--- config.mk ---
export PLATFORM = sky130hd
export DESIGN_NAME = keyword_lexer_token_scanner_core
export DESIGN_NICKNAME = d
export VERILOG_FILES = /design/src/rtl/klts_pkg.sv /design/src/rtl/klts_scan.sv /design/src/rtl/klts_queue.sv /design/src/rtl/keyword_lexer_token_scanner_core.sv
export VERILOG_INCLUDE_DIRS = /design/src /design/src/rtl
export SDC_FILE = /design/constraint.sdc
export NUM_CORES = 1
export LEC_CHECK = 0
export ABC_AREA = 1
export BUFFER_PORTS_ARGS = -buffer_cell sky130_fd_sc_hd__buf_4
export CORE_UTILIZATION = 56
export DETAILED_ROUTE_END_ITERATION = 7
export HOLD_SLACK_MARGIN = 0.12
export PLACE_DENSITY_LB_ADDON = 0.1
export REMOVE_ABC_BUFFERS = 1
export SETUP_SLACK_MARGIN = 0.15
export SLEW_MARGIN = 20
export SYNTH_ARGS = -nofsm -noshare
export SYNTH_HDL_FRONTEND = slang
export SYNTH_SLANG_ARGS = --single-unit
--- constraint.sdc ---
create_clock -name clock -period 4.44 [get_ports clock]
set_input_delay 0.888 -clock clock [delete_from_list [all_inputs] [get_ports clock]]
set_output_delay 0.888 -clock clock [all_outputs]
set_load 0.02 [all_outputs]
--- src/rtl/keyword_lexer_token_scanner_core_macros.svh ---
// assertion macros shared by the scanner modules
`ifndef KEYWORD_LEXER_TOKEN_SCANNER_CORE_MACROS_SVH
`define KEYWORD_LEXER_TOKEN_SCANNER_CORE_MACROS_SVH

// same-cycle implication
`define KLTS_ASSERT_NOW(label, cond, expr) \
   label: assert property (@(posedge clock) disable iff (reset) (cond) |-> (expr)) \
      else $error("scanner check failed");

// next-cycle implication
`define KLTS_ASSERT_NEXT(label, cond, expr) \
   label: assert property (@(posedge clock) disable iff (reset) (cond) |=> (expr)) \
      else $error("scanner check failed");

`endif

--- src/rtl/klts_pkg.sv ---
package klts_pkg;

   typedef enum logic [2:0] {
      MODE_IDLE   = 3'd0,
      MODE_IDENT  = 3'd1,
      MODE_NUMBER = 3'd2,
      MODE_ZERO   = 3'd3,
      MODE_SLASH  = 3'd4,
      MODE_BRACE  = 3'd5,
      MODE_LINE   = 3'd6
   } scan_mode_type;

   typedef enum logic [4:0] {
      KIND_ID      = 5'd0,
      KIND_NUM     = 5'd1,
      KIND_PROGRAM = 5'd2,
      KIND_CONST   = 5'd3,
      KIND_BEGIN   = 5'd4,
      KIND_END     = 5'd5,
      KIND_DIV     = 5'd6,
      KIND_MOD     = 5'd7,
      KIND_PRINT   = 5'd8,
      KIND_SEMI    = 5'd9,
      KIND_PERIOD  = 5'd10,
      KIND_PLUS    = 5'd11,
      KIND_MINUS   = 5'd12,
      KIND_STAR    = 5'd13,
      KIND_EQUAL   = 5'd14,
      KIND_EOF     = 5'd15,
      KIND_ERROR   = 5'd16
   } token_kind_type;

   typedef enum logic [2:0] {
      ERR_NONE    = 3'd0,
      ERR_ZERO    = 3'd1,
      ERR_SLASH   = 3'd2,
      ERR_BRACE   = 3'd3,
      ERR_UNKNOWN = 3'd4
   } error_kind_type;

   typedef struct packed {
      token_kind_type kind;
      error_kind_type err;
      logic [7:0]     bad;
      logic           last;
   } token_tag_type;

   localparam int TAG_BITS    = $bits(token_tag_type);
   localparam int QUEUE_DEPTH = 4;

   localparam logic [7:0] CHAR_TAB     = 8'd9;
   localparam logic [7:0] CHAR_NEWLINE = 8'd10;
   localparam logic [7:0] CHAR_CR      = 8'd13;
   localparam logic [7:0] CHAR_SPACE   = 8'd32;
   localparam logic [7:0] CHAR_STAR    = 8'd42;
   localparam logic [7:0] CHAR_PLUS    = 8'd43;
   localparam logic [7:0] CHAR_MINUS   = 8'd45;
   localparam logic [7:0] CHAR_PERIOD  = 8'd46;
   localparam logic [7:0] CHAR_SLASH   = 8'd47;
   localparam logic [7:0] CHAR_ZERO    = 8'd48;
   localparam logic [7:0] CHAR_ONE     = 8'd49;
   localparam logic [7:0] CHAR_NINE    = 8'd57;
   localparam logic [7:0] CHAR_SEMI    = 8'd59;
   localparam logic [7:0] CHAR_EQUAL   = 8'd61;
   localparam logic [7:0] CHAR_UPPER_A = 8'd65;
   localparam logic [7:0] CHAR_UPPER_Z = 8'd90;
   localparam logic [7:0] CHAR_LOWER_A = 8'd97;
   localparam logic [7:0] CHAR_LOWER_Z = 8'd122;
   localparam logic [7:0] CHAR_LBRACE  = 8'd123;
   localparam logic [7:0] CHAR_RBRACE  = 8'd125;
   localparam logic [7:0] CASE_OFFSET  = 8'd32;

   // lower-case keyword text, first byte highest, right aligned
   localparam logic [63:0] KW_PROGRAM = 64'h0070_726f_6772_616d;
   localparam logic [63:0] KW_CONST   = 64'h0000_0063_6f6e_7374;
   localparam logic [63:0] KW_BEGIN   = 64'h0000_0062_6567_696e;
   localparam logic [63:0] KW_END     = 64'h0000_0000_0065_6e64;
   localparam logic [63:0] KW_DIV     = 64'h0000_0000_0064_6976;
   localparam logic [63:0] KW_MOD     = 64'h0000_0000_006d_6f64;
   localparam logic [63:0] KW_PRINT   = 64'h0000_0070_7269_6e74;
   localparam logic [63:0] KW_EOF     = 64'h0000_0000_0065_6f66;

   function automatic logic is_upper(input logic [7:0] c);
      return (c >= CHAR_UPPER_A) && (c <= CHAR_UPPER_Z);
   endfunction

   function automatic logic is_letter(input logic [7:0] c);
      return is_upper(c) || ((c >= CHAR_LOWER_A) && (c <= CHAR_LOWER_Z));
   endfunction

   function automatic logic is_digit(input logic [7:0] c);
      return (c >= CHAR_ZERO) && (c <= CHAR_NINE);
   endfunction

   function automatic logic is_space(input logic [7:0] c);
      return ((c >= CHAR_TAB) && (c <= CHAR_CR)) || (c == CHAR_SPACE);
   endfunction

   function automatic logic [7:0] to_lower(input logic [7:0] c);
      return is_upper(c) ? c + CASE_OFFSET : c;
   endfunction

   function automatic token_kind_type keyword_kind(input logic [63:0] text);
      token_kind_type kind;
      case (text)
         KW_PROGRAM: kind = KIND_PROGRAM;
         KW_CONST:   kind = KIND_CONST;
         KW_BEGIN:   kind = KIND_BEGIN;
         KW_END:     kind = KIND_END;
         KW_DIV:     kind = KIND_DIV;
         KW_MOD:     kind = KIND_MOD;
         KW_PRINT:   kind = KIND_PRINT;
         KW_EOF:     kind = KIND_EOF;
         default:    kind = KIND_ID;
      endcase
      return kind;
   endfunction

endpackage

--- src/rtl/klts_scan.sv ---
`include "keyword_lexer_token_scanner_core_macros.svh"

module klts_scan #(
   parameter int LINE_BITS     = 16,
   parameter int COLUMN_BITS   = 12,
   parameter int KEYWORD_CHARS = 7
) (
   input  logic                      clock,
   input  logic                      reset,
   input  logic                      take,
   input  logic [7:0]                char_code,
   input  logic                      end_of_input,
   output logic [1:0]                tok_count,
   output klts_pkg::token_tag_type   tag0,
   output logic [LINE_BITS-1:0]      line0,
   output logic [COLUMN_BITS-1:0]    col0,
   output logic [COLUMN_BITS-1:0]    len0,
   output klts_pkg::token_tag_type   tag1,
   output logic [LINE_BITS-1:0]      line1,
   output logic [COLUMN_BITS-1:0]    col1,
   output logic [COLUMN_BITS-1:0]    len1
);

   localparam int BUF_BITS = 8 * KEYWORD_CHARS;
   localparam logic [LINE_BITS-1:0]   LINE_MAX = {LINE_BITS{1'b1}};
   localparam logic [COLUMN_BITS-1:0] COL_MAX  = {COLUMN_BITS{1'b1}};
   localparam logic [COLUMN_BITS-1:0] KW_LEN   = COLUMN_BITS'(KEYWORD_CHARS);
   localparam logic [COLUMN_BITS-1:0] ONE_LEN  = COLUMN_BITS'(1);
   localparam klts_pkg::token_tag_type BLANK_TAG = '{
      kind: klts_pkg::KIND_ID, err: klts_pkg::ERR_NONE, bad: 8'd0, last: 1'b0};

   klts_pkg::scan_mode_type   mode_ff, mode_in;
   logic [LINE_BITS-1:0]      line_ff, line_in;
   logic [COLUMN_BITS-1:0]    col_ff, col_in;
   logic [LINE_BITS-1:0]      sline_ff, sline_in;
   logic [COLUMN_BITS-1:0]    scol_ff, scol_in;
   logic [COLUMN_BITS-1:0]    len_ff, len_in;
   logic [BUF_BITS-1:0]       buf_ff, buf_in;

   logic                      alnum;
   logic [7:0]                lc;
   logic [COLUMN_BITS-1:0]    len_sat;
   klts_pkg::token_kind_type  ident_kind;

   logic                      flush_valid;
   klts_pkg::token_tag_type   flush_tag;
   logic [COLUMN_BITS-1:0]    flush_len;

   logic                      pend_valid;
   klts_pkg::token_tag_type   pend_tag;
   logic [COLUMN_BITS-1:0]    pend_len;
   logic                      new_valid;
   klts_pkg::token_tag_type   new_tag;
   logic                      fresh;

   assign alnum   = klts_pkg::is_letter(char_code) || klts_pkg::is_digit(char_code);
   assign lc      = klts_pkg::to_lower(char_code);
   assign len_sat = (len_ff == COL_MAX) ? len_ff : len_ff + ONE_LEN;
   assign ident_kind = (len_ff > KW_LEN) ? klts_pkg::KIND_ID
                                         : klts_pkg::keyword_kind(64'(buf_ff));

   // token left pending by the current mode
   always_comb begin
      flush_valid = 1'b0;
      flush_tag   = BLANK_TAG;
      flush_len   = '0;
      case (mode_ff)
         klts_pkg::MODE_IDENT: begin
            flush_valid    = 1'b1;
            flush_tag.kind = ident_kind;
            flush_len      = (ident_kind == klts_pkg::KIND_ID) ? len_ff : '0;
         end
         klts_pkg::MODE_NUMBER: begin
            flush_valid    = 1'b1;
            flush_tag.kind = klts_pkg::KIND_NUM;
            flush_len      = len_ff;
         end
         klts_pkg::MODE_ZERO: begin
            flush_valid    = 1'b1;
            flush_tag.kind = klts_pkg::KIND_NUM;
            flush_len      = ONE_LEN;
         end
         klts_pkg::MODE_SLASH: begin
            flush_valid    = 1'b1;
            flush_tag.kind = klts_pkg::KIND_ERROR;
            flush_tag.err  = klts_pkg::ERR_SLASH;
         end
         default: begin
         end
      endcase
   end

   always_comb begin
      mode_in    = mode_ff;
      line_in    = line_ff;
      col_in     = col_ff;
      sline_in   = sline_ff;
      scol_in    = scol_ff;
      len_in     = len_ff;
      buf_in     = buf_ff;
      pend_valid = 1'b0;
      pend_tag   = flush_tag;
      pend_len   = flush_len;
      new_valid  = 1'b0;
      new_tag    = BLANK_TAG;
      fresh      = 1'b0;
      if (end_of_input) begin
         pend_valid   = flush_valid;
         mode_in      = klts_pkg::MODE_IDLE;
         new_valid    = 1'b1;
         new_tag.kind = klts_pkg::KIND_EOF;
      end else begin
         if (char_code == klts_pkg::CHAR_NEWLINE) begin
            line_in = (line_ff == LINE_MAX) ? line_ff : line_ff + LINE_BITS'(1);
            col_in  = ONE_LEN;
         end else begin
            col_in  = (col_ff == COL_MAX) ? col_ff : col_ff + ONE_LEN;
         end
         case (mode_ff)
            klts_pkg::MODE_IDENT: begin
               if (alnum) begin
                  if (len_ff < KW_LEN) begin
                     buf_in = {buf_ff[BUF_BITS-9:0], lc};
                  end
                  len_in = len_sat;
               end else begin
                  pend_valid = 1'b1;
                  fresh      = 1'b1;
               end
            end
            klts_pkg::MODE_NUMBER: begin
               if (klts_pkg::is_digit(char_code)) begin
                  len_in = len_sat;
               end else begin
                  pend_valid = 1'b1;
                  fresh      = 1'b1;
               end
            end
            klts_pkg::MODE_ZERO: begin
               pend_valid = 1'b1;
               fresh      = 1'b1;
               if (klts_pkg::is_digit(char_code)) begin
                  pend_tag.kind = klts_pkg::KIND_ERROR;
                  pend_tag.err  = klts_pkg::ERR_ZERO;
                  pend_len      = '0;
               end
            end
            klts_pkg::MODE_SLASH: begin
               if (char_code == klts_pkg::CHAR_SLASH) begin
                  mode_in = klts_pkg::MODE_LINE;
               end else begin
                  pend_valid = 1'b1;
                  fresh      = 1'b1;
               end
            end
            klts_pkg::MODE_BRACE: begin
               if (char_code == klts_pkg::CHAR_RBRACE) begin
                  mode_in = klts_pkg::MODE_IDLE;
               end
            end
            klts_pkg::MODE_LINE: begin
               if (char_code == klts_pkg::CHAR_NEWLINE) begin
                  mode_in = klts_pkg::MODE_IDLE;
               end
            end
            default: begin
               fresh = 1'b1;
            end
         endcase
         // byte starts a new token
         if (fresh) begin
            mode_in  = klts_pkg::MODE_IDLE;
            sline_in = line_ff;
            scol_in  = col_ff;
            if (klts_pkg::is_letter(char_code)) begin
               mode_in = klts_pkg::MODE_IDENT;
               len_in  = ONE_LEN;
               buf_in  = {{(BUF_BITS-8){1'b0}}, lc};
            end else if ((char_code >= klts_pkg::CHAR_ONE) &&
                         (char_code <= klts_pkg::CHAR_NINE)) begin
               mode_in = klts_pkg::MODE_NUMBER;
               len_in  = ONE_LEN;
            end else if (char_code == klts_pkg::CHAR_ZERO) begin
               mode_in = klts_pkg::MODE_ZERO;
            end else if (char_code == klts_pkg::CHAR_SEMI) begin
               new_valid    = 1'b1;
               new_tag.kind = klts_pkg::KIND_SEMI;
            end else if (char_code == klts_pkg::CHAR_PERIOD) begin
               new_valid    = 1'b1;
               new_tag.kind = klts_pkg::KIND_PERIOD;
            end else if (char_code == klts_pkg::CHAR_PLUS) begin
               new_valid    = 1'b1;
               new_tag.kind = klts_pkg::KIND_PLUS;
            end else if (char_code == klts_pkg::CHAR_MINUS) begin
               new_valid    = 1'b1;
               new_tag.kind = klts_pkg::KIND_MINUS;
            end else if (char_code == klts_pkg::CHAR_STAR) begin
               new_valid    = 1'b1;
               new_tag.kind = klts_pkg::KIND_STAR;
            end else if (char_code == klts_pkg::CHAR_EQUAL) begin
               new_valid    = 1'b1;
               new_tag.kind = klts_pkg::KIND_EQUAL;
            end else if (char_code == klts_pkg::CHAR_LBRACE) begin
               mode_in = klts_pkg::MODE_BRACE;
            end else if (char_code == klts_pkg::CHAR_SLASH) begin
               mode_in = klts_pkg::MODE_SLASH;
            end else if (klts_pkg::is_space(char_code)) begin
               mode_in = klts_pkg::MODE_IDLE;
            end else if (char_code == klts_pkg::CHAR_RBRACE) begin
               new_valid    = 1'b1;
               new_tag.kind = klts_pkg::KIND_ERROR;
               new_tag.err  = klts_pkg::ERR_BRACE;
            end else begin
               new_valid    = 1'b1;
               new_tag.kind = klts_pkg::KIND_ERROR;
               new_tag.err  = klts_pkg::ERR_UNKNOWN;
               new_tag.bad  = char_code;
            end
         end
      end
   end

   // pending token goes first, then the one this byte makes
   always_comb begin
      tok_count = take ? {pend_valid & new_valid, pend_valid ^ new_valid} : 2'd0;
      tag0      = pend_valid ? pend_tag : new_tag;
      tag0.last = !(pend_valid && new_valid);
      line0     = pend_valid ? sline_ff : line_ff;
      col0      = pend_valid ? scol_ff : col_ff;
      len0      = pend_valid ? pend_len : '0;
      tag1      = new_tag;
      tag1.last = 1'b1;
      line1     = line_ff;
      col1      = col_ff;
      len1      = '0;
   end

   always_ff @(posedge clock) begin
      if (reset) begin
         mode_ff  <= klts_pkg::MODE_IDLE;
         line_ff  <= LINE_BITS'(1);
         col_ff   <= ONE_LEN;
         sline_ff <= LINE_BITS'(1);
         scol_ff  <= ONE_LEN;
         len_ff   <= '0;
         buf_ff   <= '0;
      end else if (take) begin
         mode_ff  <= mode_in;
         line_ff  <= line_in;
         col_ff   <= col_in;
         sline_ff <= sline_in;
         scol_ff  <= scol_in;
         len_ff   <= len_in;
         buf_ff   <= buf_in;
      end
   end

   `KLTS_ASSERT_NOW(a_eof_emits, take && end_of_input, tok_count != 2'd0)
   `KLTS_ASSERT_NEXT(a_eof_idles, take && end_of_input, mode_ff == klts_pkg::MODE_IDLE)
   `KLTS_ASSERT_NOW(a_ident_len, mode_ff == klts_pkg::MODE_IDENT, len_ff != '0)
   `KLTS_ASSERT_NOW(a_line_nonzero, 1'b1, (line_ff != '0) && (col_ff != '0))

endmodule

--- src/rtl/klts_queue.sv ---
`include "keyword_lexer_token_scanner_core_macros.svh"

module klts_queue #(
   parameter int DATA_BITS = 57
) (
   input  logic                 clock,
   input  logic                 reset,
   input  logic [1:0]           push_count,
   input  logic [DATA_BITS-1:0] push_data0,
   input  logic [DATA_BITS-1:0] push_data1,
   input  logic                 pop,
   output logic                 out_valid,
   output logic [DATA_BITS-1:0] out_data,
   output logic                 room_two
);

   localparam int PTR_BITS = $clog2(klts_pkg::QUEUE_DEPTH);
   localparam int CNT_BITS = PTR_BITS + 1;

   logic [DATA_BITS-1:0] entry_ff [klts_pkg::QUEUE_DEPTH];
   logic [PTR_BITS-1:0]  wr_ptr_ff, wr_ptr_in;
   logic [PTR_BITS-1:0]  rd_ptr_ff, rd_ptr_in;
   logic [CNT_BITS-1:0]  count_ff, count_in;
   logic                 do_pop;

   assign out_valid = (count_ff != '0);
   assign out_data  = entry_ff[rd_ptr_ff];
   assign room_two  = (count_ff <= CNT_BITS'(klts_pkg::QUEUE_DEPTH - 2));
   assign do_pop    = pop && out_valid;

   always_comb begin
      wr_ptr_in = wr_ptr_ff + PTR_BITS'(push_count);
      rd_ptr_in = rd_ptr_ff + PTR_BITS'(do_pop);
      count_in  = count_ff + CNT_BITS'(push_count) - CNT_BITS'(do_pop);
   end

   always_ff @(posedge clock) begin
      if (push_count != 2'd0) begin
         entry_ff[wr_ptr_ff] <= push_data0;
      end
      if (push_count == 2'd2) begin
         entry_ff[wr_ptr_ff + PTR_BITS'(1)] <= push_data1;
      end
   end

   always_ff @(posedge clock) begin
      if (reset) begin
         wr_ptr_ff <= '0;
         rd_ptr_ff <= '0;
         count_ff  <= '0;
      end else begin
         wr_ptr_ff <= wr_ptr_in;
         rd_ptr_ff <= rd_ptr_in;
         count_ff  <= count_in;
      end
   end

   `KLTS_ASSERT_NOW(a_push_room, push_count != 2'd0, room_two)
   `KLTS_ASSERT_NOW(a_push_code, 1'b1, push_count != 2'd3)
   `KLTS_ASSERT_NEXT(a_hold, out_valid && !pop && (push_count == 2'd0), count_ff == $past(count_ff))

endmodule

--- src/rtl/keyword_lexer_token_scanner_core.sv ---
// a token is written into the token queue on the transfer of the byte that ends it, and rsp
// offers it from the queue; throughput: one input transfer per cycle while the four-entry
// token queue has two free entries; one token leaves per cycle while rsp_ready is high
// reset: synchronous, active high; scanner idle, line and column at 1, token queue empty
module keyword_lexer_token_scanner_core #(
   parameter int LINE_BITS     = 16,
   parameter int COLUMN_BITS   = 12,
   parameter int KEYWORD_CHARS = 7
) (
   input  logic                   clock,
   input  logic                   reset,
   input  logic                   req_valid,
   output logic                   req_ready,
   input  logic [7:0]             req_char_code,
   input  logic                   req_end_of_input,
   output logic                   rsp_valid,
   input  logic                   rsp_ready,
   output logic [4:0]             rsp_token_kind,
   output logic [2:0]             rsp_error_kind,
   output logic [LINE_BITS-1:0]   rsp_token_line,
   output logic [COLUMN_BITS-1:0] rsp_token_column,
   output logic [COLUMN_BITS-1:0] rsp_token_length,
   output logic [7:0]             rsp_bad_char,
   output logic                   rsp_last_of_run
);

   localparam int DATA_BITS = klts_pkg::TAG_BITS + LINE_BITS + 2 * COLUMN_BITS;

   logic                    take;
   logic [1:0]              tok_count;
   klts_pkg::token_tag_type tag0, tag1, out_tag;
   logic [LINE_BITS-1:0]    line0, line1;
   logic [COLUMN_BITS-1:0]  col0, col1, len0, len1;
   logic [DATA_BITS-1:0]    out_data;

   assign take = req_valid && req_ready;

   klts_scan #(
      .LINE_BITS     (LINE_BITS),
      .COLUMN_BITS   (COLUMN_BITS),
      .KEYWORD_CHARS (KEYWORD_CHARS)
   ) u_scan (
      .clock        (clock),
      .reset        (reset),
      .take         (take),
      .char_code    (req_char_code),
      .end_of_input (req_end_of_input),
      .tok_count    (tok_count),
      .tag0         (tag0),
      .line0        (line0),
      .col0         (col0),
      .len0         (len0),
      .tag1         (tag1),
      .line1        (line1),
      .col1         (col1),
      .len1         (len1)
   );

   klts_queue #(
      .DATA_BITS (DATA_BITS)
   ) u_queue (
      .clock      (clock),
      .reset      (reset),
      .push_count (tok_count),
      .push_data0 ({tag0, line0, col0, len0}),
      .push_data1 ({tag1, line1, col1, len1}),
      .pop        (rsp_ready),
      .out_valid  (rsp_valid),
      .out_data   (out_data),
      .room_two   (req_ready)
   );

   assign out_tag          = out_data[DATA_BITS-1 -: klts_pkg::TAG_BITS];
   assign rsp_token_kind   = out_tag.kind;
   assign rsp_error_kind   = out_tag.err;
   assign rsp_bad_char     = out_tag.bad;
   assign rsp_last_of_run  = out_tag.last;
   assign rsp_token_line   = out_data[2*COLUMN_BITS +: LINE_BITS];
   assign rsp_token_column = out_data[COLUMN_BITS +: COLUMN_BITS];
   assign rsp_token_length = out_data[COLUMN_BITS-1:0];

endmodule
Yosys cells after proc, flatten, opt, wreduce, memory -nomap -nowiden
Memory sizes are Yosys's and may differ from the RTL's. A register that Yosys moved wholly into a read port is not among the register bits.
Index checks and enable logic that the tools add are counted.
{"block": "totals", "memories": 1, "out_inout_bits": 59, "mem_bits_rw": 228, "inputBits": 13, "regBits": 134, "wordCells": 193}
{"block": "op_classes", "bitwise": 4, "mux": 99, "n_addsub": 9, "eq_ne": 34, "n_reduce_logical": 24, "order_cmp": 12}
{"name": "u_queue.entry_ff", "depth": 4, "word_bits": 57, "rd": 1, "rd_clocked_by_memory_dff": 1, "write_ports": 2, "line": "klts_queue.sv:20", "text": "logic [DATA_BITS-1:0] entry_ff [klts_pkg::QUEUE_DEPTH];"}
{"cell": "56-bit two-way mux", "n": 5}
{"cell": "56-bit by 23-bit == test with 1-bit output, second input constant", "n": 4}
{"cell": "56-bit by 39-bit == test with 1-bit output, second input constant", "n": 3}
{"cell": "12-bit two-way mux", "n": 14}
{"cell": "16-bit two-way mux", "n": 8}
{"cell": "11-bit two-way mux", "n": 7}
{"cell": "8-bit by 6-bit == test with 1-bit output, second input constant", "n": 9}
{"cell": "56-bit by 55-bit == test with 1-bit output, second input constant", "n": 1}
{"cell": "3-bit two-way mux", "n": 17}
{"cell": "8-bit two-way mux", "n": 5}
{"cell": "12-bit case mux with 3 select lines", "n": 1}
{"cell": "5-bit two-way mux", "n": 7}
{"cell": "4-bit case mux with 8 select lines", "n": 1}
{"cell": "12-bit by 1-bit adder with 12-bit output, second input constant", "n": 2}
{"cell": "12-bit == test, second input constant", "n": 2}
{"cell": "1-bit two-way mux", "n": 24}
{"cell": "12-bit case mux with 2 select lines", "n": 1}
{"cell": "17-bit two-way mux", "n": 1}
{"cell": "16-bit by 1-bit adder with 16-bit output, second input constant", "n": 1}
{"cell": "16-bit == test, second input constant", "n": 1}
{"cell": "8-bit by 7-bit == test with 1-bit output, second input constant", "n": 2}
{"cell": "8-bit by 6-bit >= comparator with 1-bit output, second input constant", "n": 2}
{"cell": "8-bit by 7-bit >= comparator with 1-bit output, second input constant", "n": 2}
{"cell": "8-bit by 7-bit less-or-equal comparator with 1-bit output, second input constant", "n": 2}
{"cell": "40 further kinds", "n": 60}

Longest topological paths before layout
{"block": "logic_depth", "depth_word": 22, "ltp_mapped": 28, "ltp_nobuf": 26}

Hierarchy
A second synthesis with hierarchy kept.
{"block": "unflattened", "cells_unflattened": 2582, "area_unflattened_um2": 20033.0}
{"mod": "klts_queue", "area_each_um2": 11354.6, "seq_area_each_um2": 6986.7, "instances": 1, "cells_per_inst": 1178}
{"mod": "klts_scan", "area_each_um2": 8670.8, "seq_area_each_um2": 2542.4, "instances": 1, "cells_per_inst": 1402}
{"mod": "keyword_lexer_token_scanner_core", "area_each_um2": 7.5, "seq_area_each_um2": 0.0, "instances": 1, "cells_per_inst": 2}

Worst setup path after synthesis
Ideal clock, no wire load.
{"block": "synth_timing", "path_type": "input to register", "start": "input req_char_code[1]", "end": "memory u_queue.entry_ff[0][45] (data pin)", "setup_ps": 138, "path_buffers": 2, "slack_ps": -349, "path_stages": 26, "t_required_ps": 4302, "arrival_ps": 4651, "cell_sequence": "nor2_1 > inv_2 > nor2_2 > a31oi_1 > nand2_2 > nand2_2 > nand2_2 > nand2_4 > nand3_2 > nand2_2 > buf_6 > inv_4 > buf_6 > ha_1 > inv_1 > nor2_2 > inv_1 > nor2_1 > inv_1 > nor2_1 > nor2_1 > inv_1 > o21ai_2 > nor2_4 > inv_2 > nor2_1"}
{"element": "start, declared", "line": "keyword_lexer_token_scanner_core.sv:14", "text": "input logic [7:0] req_char_code,"}
{"element": "end, declared", "line": "klts_queue.sv:20"}

==> flow_metrics.env <==
export IMPL_crit_fanout=30
export IMPL_hold_end="u_queue.entry_ff[0][1]"
export IMPL_dpl_hpwl_um=33100
export IMPL_drt_iter0_markers=1432
export IMPL_h_tree_depth=2
export IMPL_peakVddDrop_mv=0.451
export IMPL_hold_violations=0
export IMPL_wirelength_um=51700
export IMPL_power_frac_seq=0.388
export IMPL_hold_path_class="reg -> reg"
export IMPL_synth_area_leaders="edfxtp_1, dfxtp_1, nand2_1"
export IMPL_ff2ff_setup_slack_ns=0.60
export IMPL_cts_tree="built"
export IMPL_p_int_w=0.00694
export IMPL_overflow=0
export IMPL_dieHeight_um=184
export IMPL_p_sw_w=0.00406
export IMPL_first_pass_iters=5
export IMPL_path_clk_slew_ns=0.06
export IMPL_synth_largest_area_cell="edfxtp_1"
export IMPL_crit_arrival_ns=4.07
export IMPL_io_buffers=71
export IMPL_place_gp_congestion=0.945
export IMPL_grt_total_usage=0.308
export IMPL_rows=66
export IMPL_pin_count=72
export IMPL_cpMostUsedCell="nand2_1"
export IMPL_grt_pass1_wl_um=82500
export IMPL_p_clk_frac=0.290
export IMPL_cts_buffer_depth=3
export IMPL_cts_sinks=362
export IMPL_synth_seq_cells=362
export IMPL_setup_viol=0
export IMPL_die_area_mm2=0.0337
export IMPL_syn_inst=2325
export IMPL_wl_per_cell_um=18.3
export IMPL_endpoint_kind="flip-flop"
export IMPL_synth_edf_count=176
export IMPL_nNetsFinal=2374
export IMPL_post_route_min_period_ns=3.90
export IMPL_critPathBufInv=8
export IMPL_dr_total_vias=16800
export IMPL_post_drt_via_cell_ratio=5.94
export IMPL_clockRootBuffer="clkbuf_16"
export IMPL_p_per_area_mw_per_mm2=533
export IMPL_pwr_share_comb=0.322
export IMPL_synth_cell_area_mm2=0.0184
export IMPL_die_w_um=184
export IMPL_detail_route_antenna_nets=0
export IMPL_hold_buffers=0
export IMPL_antenna_found_initial=0
export IMPL_numCtsBuffers=39
export IMPL_cp_depth=24
export IMPL_rsz0062_at_grt="false"
export IMPL_cp_start_kind="input port"
export IMPL_path_class="in -> reg"
export IMPL_syn2layout_area_growth_pct=11.8
export IMPL_fin_crit_sh=0.879
export IMPL_slew_violations=0
export IMPL_min_delay_start="u_queue.entry_ff[0][1]"
export IMPL_drive_above_1_share=0.118
export IMPL_netlist_area_leader_share=0.286
export IMPL_ys_async_sr_fraction=0
export IMPL_synth_top_cells_by_count="nand2_1, nor2_1, o21ai_0, dfxtp_1, edfxtp_1"
export IMPL_post_cts_resize_count=0
export IMPL_synth_top_flop_cell="dfxtp_1"
export IMPL_post_cts_buffers=0
export IMPL_fmax_ghz=0.256
export IMPL_drcViolationCount=0
export IMPL_maxCapViolCount=0
export IMPL_cp_required_ns=4.61
export IMPL_r2r_cells=22
export IMPL_hold_depth=2
export IMPL_max_slew_margin_rel=0.286
export IMPL_clock_latency_ns=0.54
export IMPL_stdcell_area_mm2=0.0206
export IMPL_post_dp_cell_area_mm2=0.0194
export IMPL_grt_pass1_vias=15800
export IMPL_syn_area_per_cell_um2=7.94
export IMPL_synth_cell_types=47
export IMPL_p_sw_frac=0.369
export IMPL_diodes=0
export IMPL_whs_ns=0.453
export IMPL_ys_seq_area_frac=0.488
export IMPL_coreArea_mm2=0.0325
export IMPL_fin_skew_ns=0.0189
export IMPL_reg2reg_to="u_queue.entry_ff[2][41]"
export IMPL_initial_core_util=0.568
export IMPL_r2r_start="u_scan.mode_ff[1]"
export IMPL_yosysWarnings=0
export IMPL_p_leak_nw=7.65
export IMPL_cp_cell_sequence="buf_4, inv_2, nor2_2, nand2_1, nor2_2, nand3_1, nand2_1, nand2_1, nand2_2, nand2_2, nand2_4, nand3_2, nand2_2, inv_4, ha_1, inv_1, nor2_2, inv_1, nor2_1, nand2_1, inv_1, nor2_1, inv_2, buf_4"
export IMPL_slowest_stage="buf_4"
export IMPL_synthMostInstantiatedCell="nand2_1"
export IMPL_status="finished clean"
export IMPL_worst_pin_slew_ns=1.07
export IMPL_max_stage_delay_ns=0.41
export IMPL_grt_max_degree=72
export IMPL_path_delay_family="simple AND/OR/NAND/NOR gates"
worst max path at each step:
stage	startpoint	endpoint	slack (ns)
final	req_char_code[3]	u_queue.entry_ff[2][41]	0.54
after global routing	req_char_code[1]	u_queue.entry_ff[2][22]	0.23
after CTS	req_char_code[1]	u_queue.entry_ff[2][41]	0.62
after detailed placement	req_char_code[1]	u_queue.entry_ff[2][21]	0.07
after global placement	req_char_code[1]	u_queue.entry_ff[2][18]	0.19
after floorplan	req_char_code[3]	u_queue.entry_ff[2][45]	-2.09
cell families (layout without fill, tap and decap cells):
family,count (synthesis),count (layout),synth area share
compound gates,699,699,0.220
xor+xnor,7,7,0.00332
fa+ha+maj,12,12,0.00855
buf+inv,318,372,0.0689
flops,362,362,0.488
simple gates,927,927,0.211
sequential cells by signal (all words and copies together), names as in the netlist:
name and flops:
u_queue.entry_ff 228, u_scan.sline_ff 16, u_scan.buf_ff 56, u_scan.line1 16, u_scan.len_ff 12, u_queue.wr_ptr_ff 2
u_queue.count_ff 3, u_scan.col1 12, u_queue.rd_ptr_ff 2, u_scan.scol_ff 12, u_scan.mode_ff 3
layout make-up:
type / instances / area [µm²]
clock inverter: 16 / 125
clock buffer: 55 / 1140
multi-input combinational: 1645 / 8190
fill: 2889 / 11800
tap: 442 / 553
sequential: 362 / 9010
inverter: 185 / 697
timing repair buffer: 116 / 921
stage by stage:
stage	utilization	power (W)	setup TNS, ns	setup slack, ns	std cells
final	0.636	0.0110	0	0.537	2821
after global routing	0.636	0.0115	0	0.232	2821
after CTS	0.636	0.0110	0	0.625	2821
after detailed placement	0.597	0.00783	0	0.0696	2750
after global placement	0.597	0.00777	0	0.192	2750
after floorplan	-	0.00647	-573.78	-2.09	2192
layout by cell type (no fill, tap or decap), types with 9 or more instances in the layout:
| cell type | netlist | routed |
|---|---|---|
| ha_1 | 11 | 11 |
| buf_4 | 4 | 112 |
| nand3_1 | 101 | 100 |
| dfxtp_1 | 186 | 184 |
| o21ai_0 | 267 | 267 |
| a21oi_1 | 111 | 111 |
| clkbuf_8 | 0 | 10 |
| nor2_1 | 334 | 333 |
| o21ai_1 | 43 | 43 |
| clkbuf_16 | 0 | 39 |
| o21ai_2 | 32 | 32 |
| nand4_1 | 26 | 26 |
| nand2_1 | 391 | 391 |
| inv_2 | 18 | 24 |
| edfxtp_1 | 176 | 176 |
| nor2_2 | 9 | 9 |
| o22ai_1 | 170 | 170 |
| inv_1 | 164 | 158 |
| nor3_1 | 33 | 33 |
| o211ai_1 | 42 | 42 |
worst register-to-register path, delay by kind of cell, from the launching register on:
kind | cells | cell delay [ns]
and+or+nand+nor | 11 | 1.56
buffers and inverters | 10 | 1.25
DFF | 1 | 0.46
adders and majority gates | 1 | 0.23
power groups by stage:
stage / sequential, W / clock (W) / combinational (W)
final: 0.00427 / 0.00319 / 0.00354
after global routing: 0.00431 / 0.00335 / 0.00387
after CTS: 0.00426 / 0.00323 / 0.00352
after detailed placement: 0.00433 / 0 / 0.00350
after global placement: 0.00432 / 0 / 0.00345
after floorplan: 0.00427 / 0 / 0.00220
routing by layer:
metal	vias to the layer above	global-route usage	part of all wire
met2	606	0.511	0.47
met1	7905	0.415	0.43
met3	98	0.0394	0.067
met5	-	0	0
li1	8151	-	-
met4	0	0.108	0.027
Note: power is estimated with default switching activity, not from simulation.
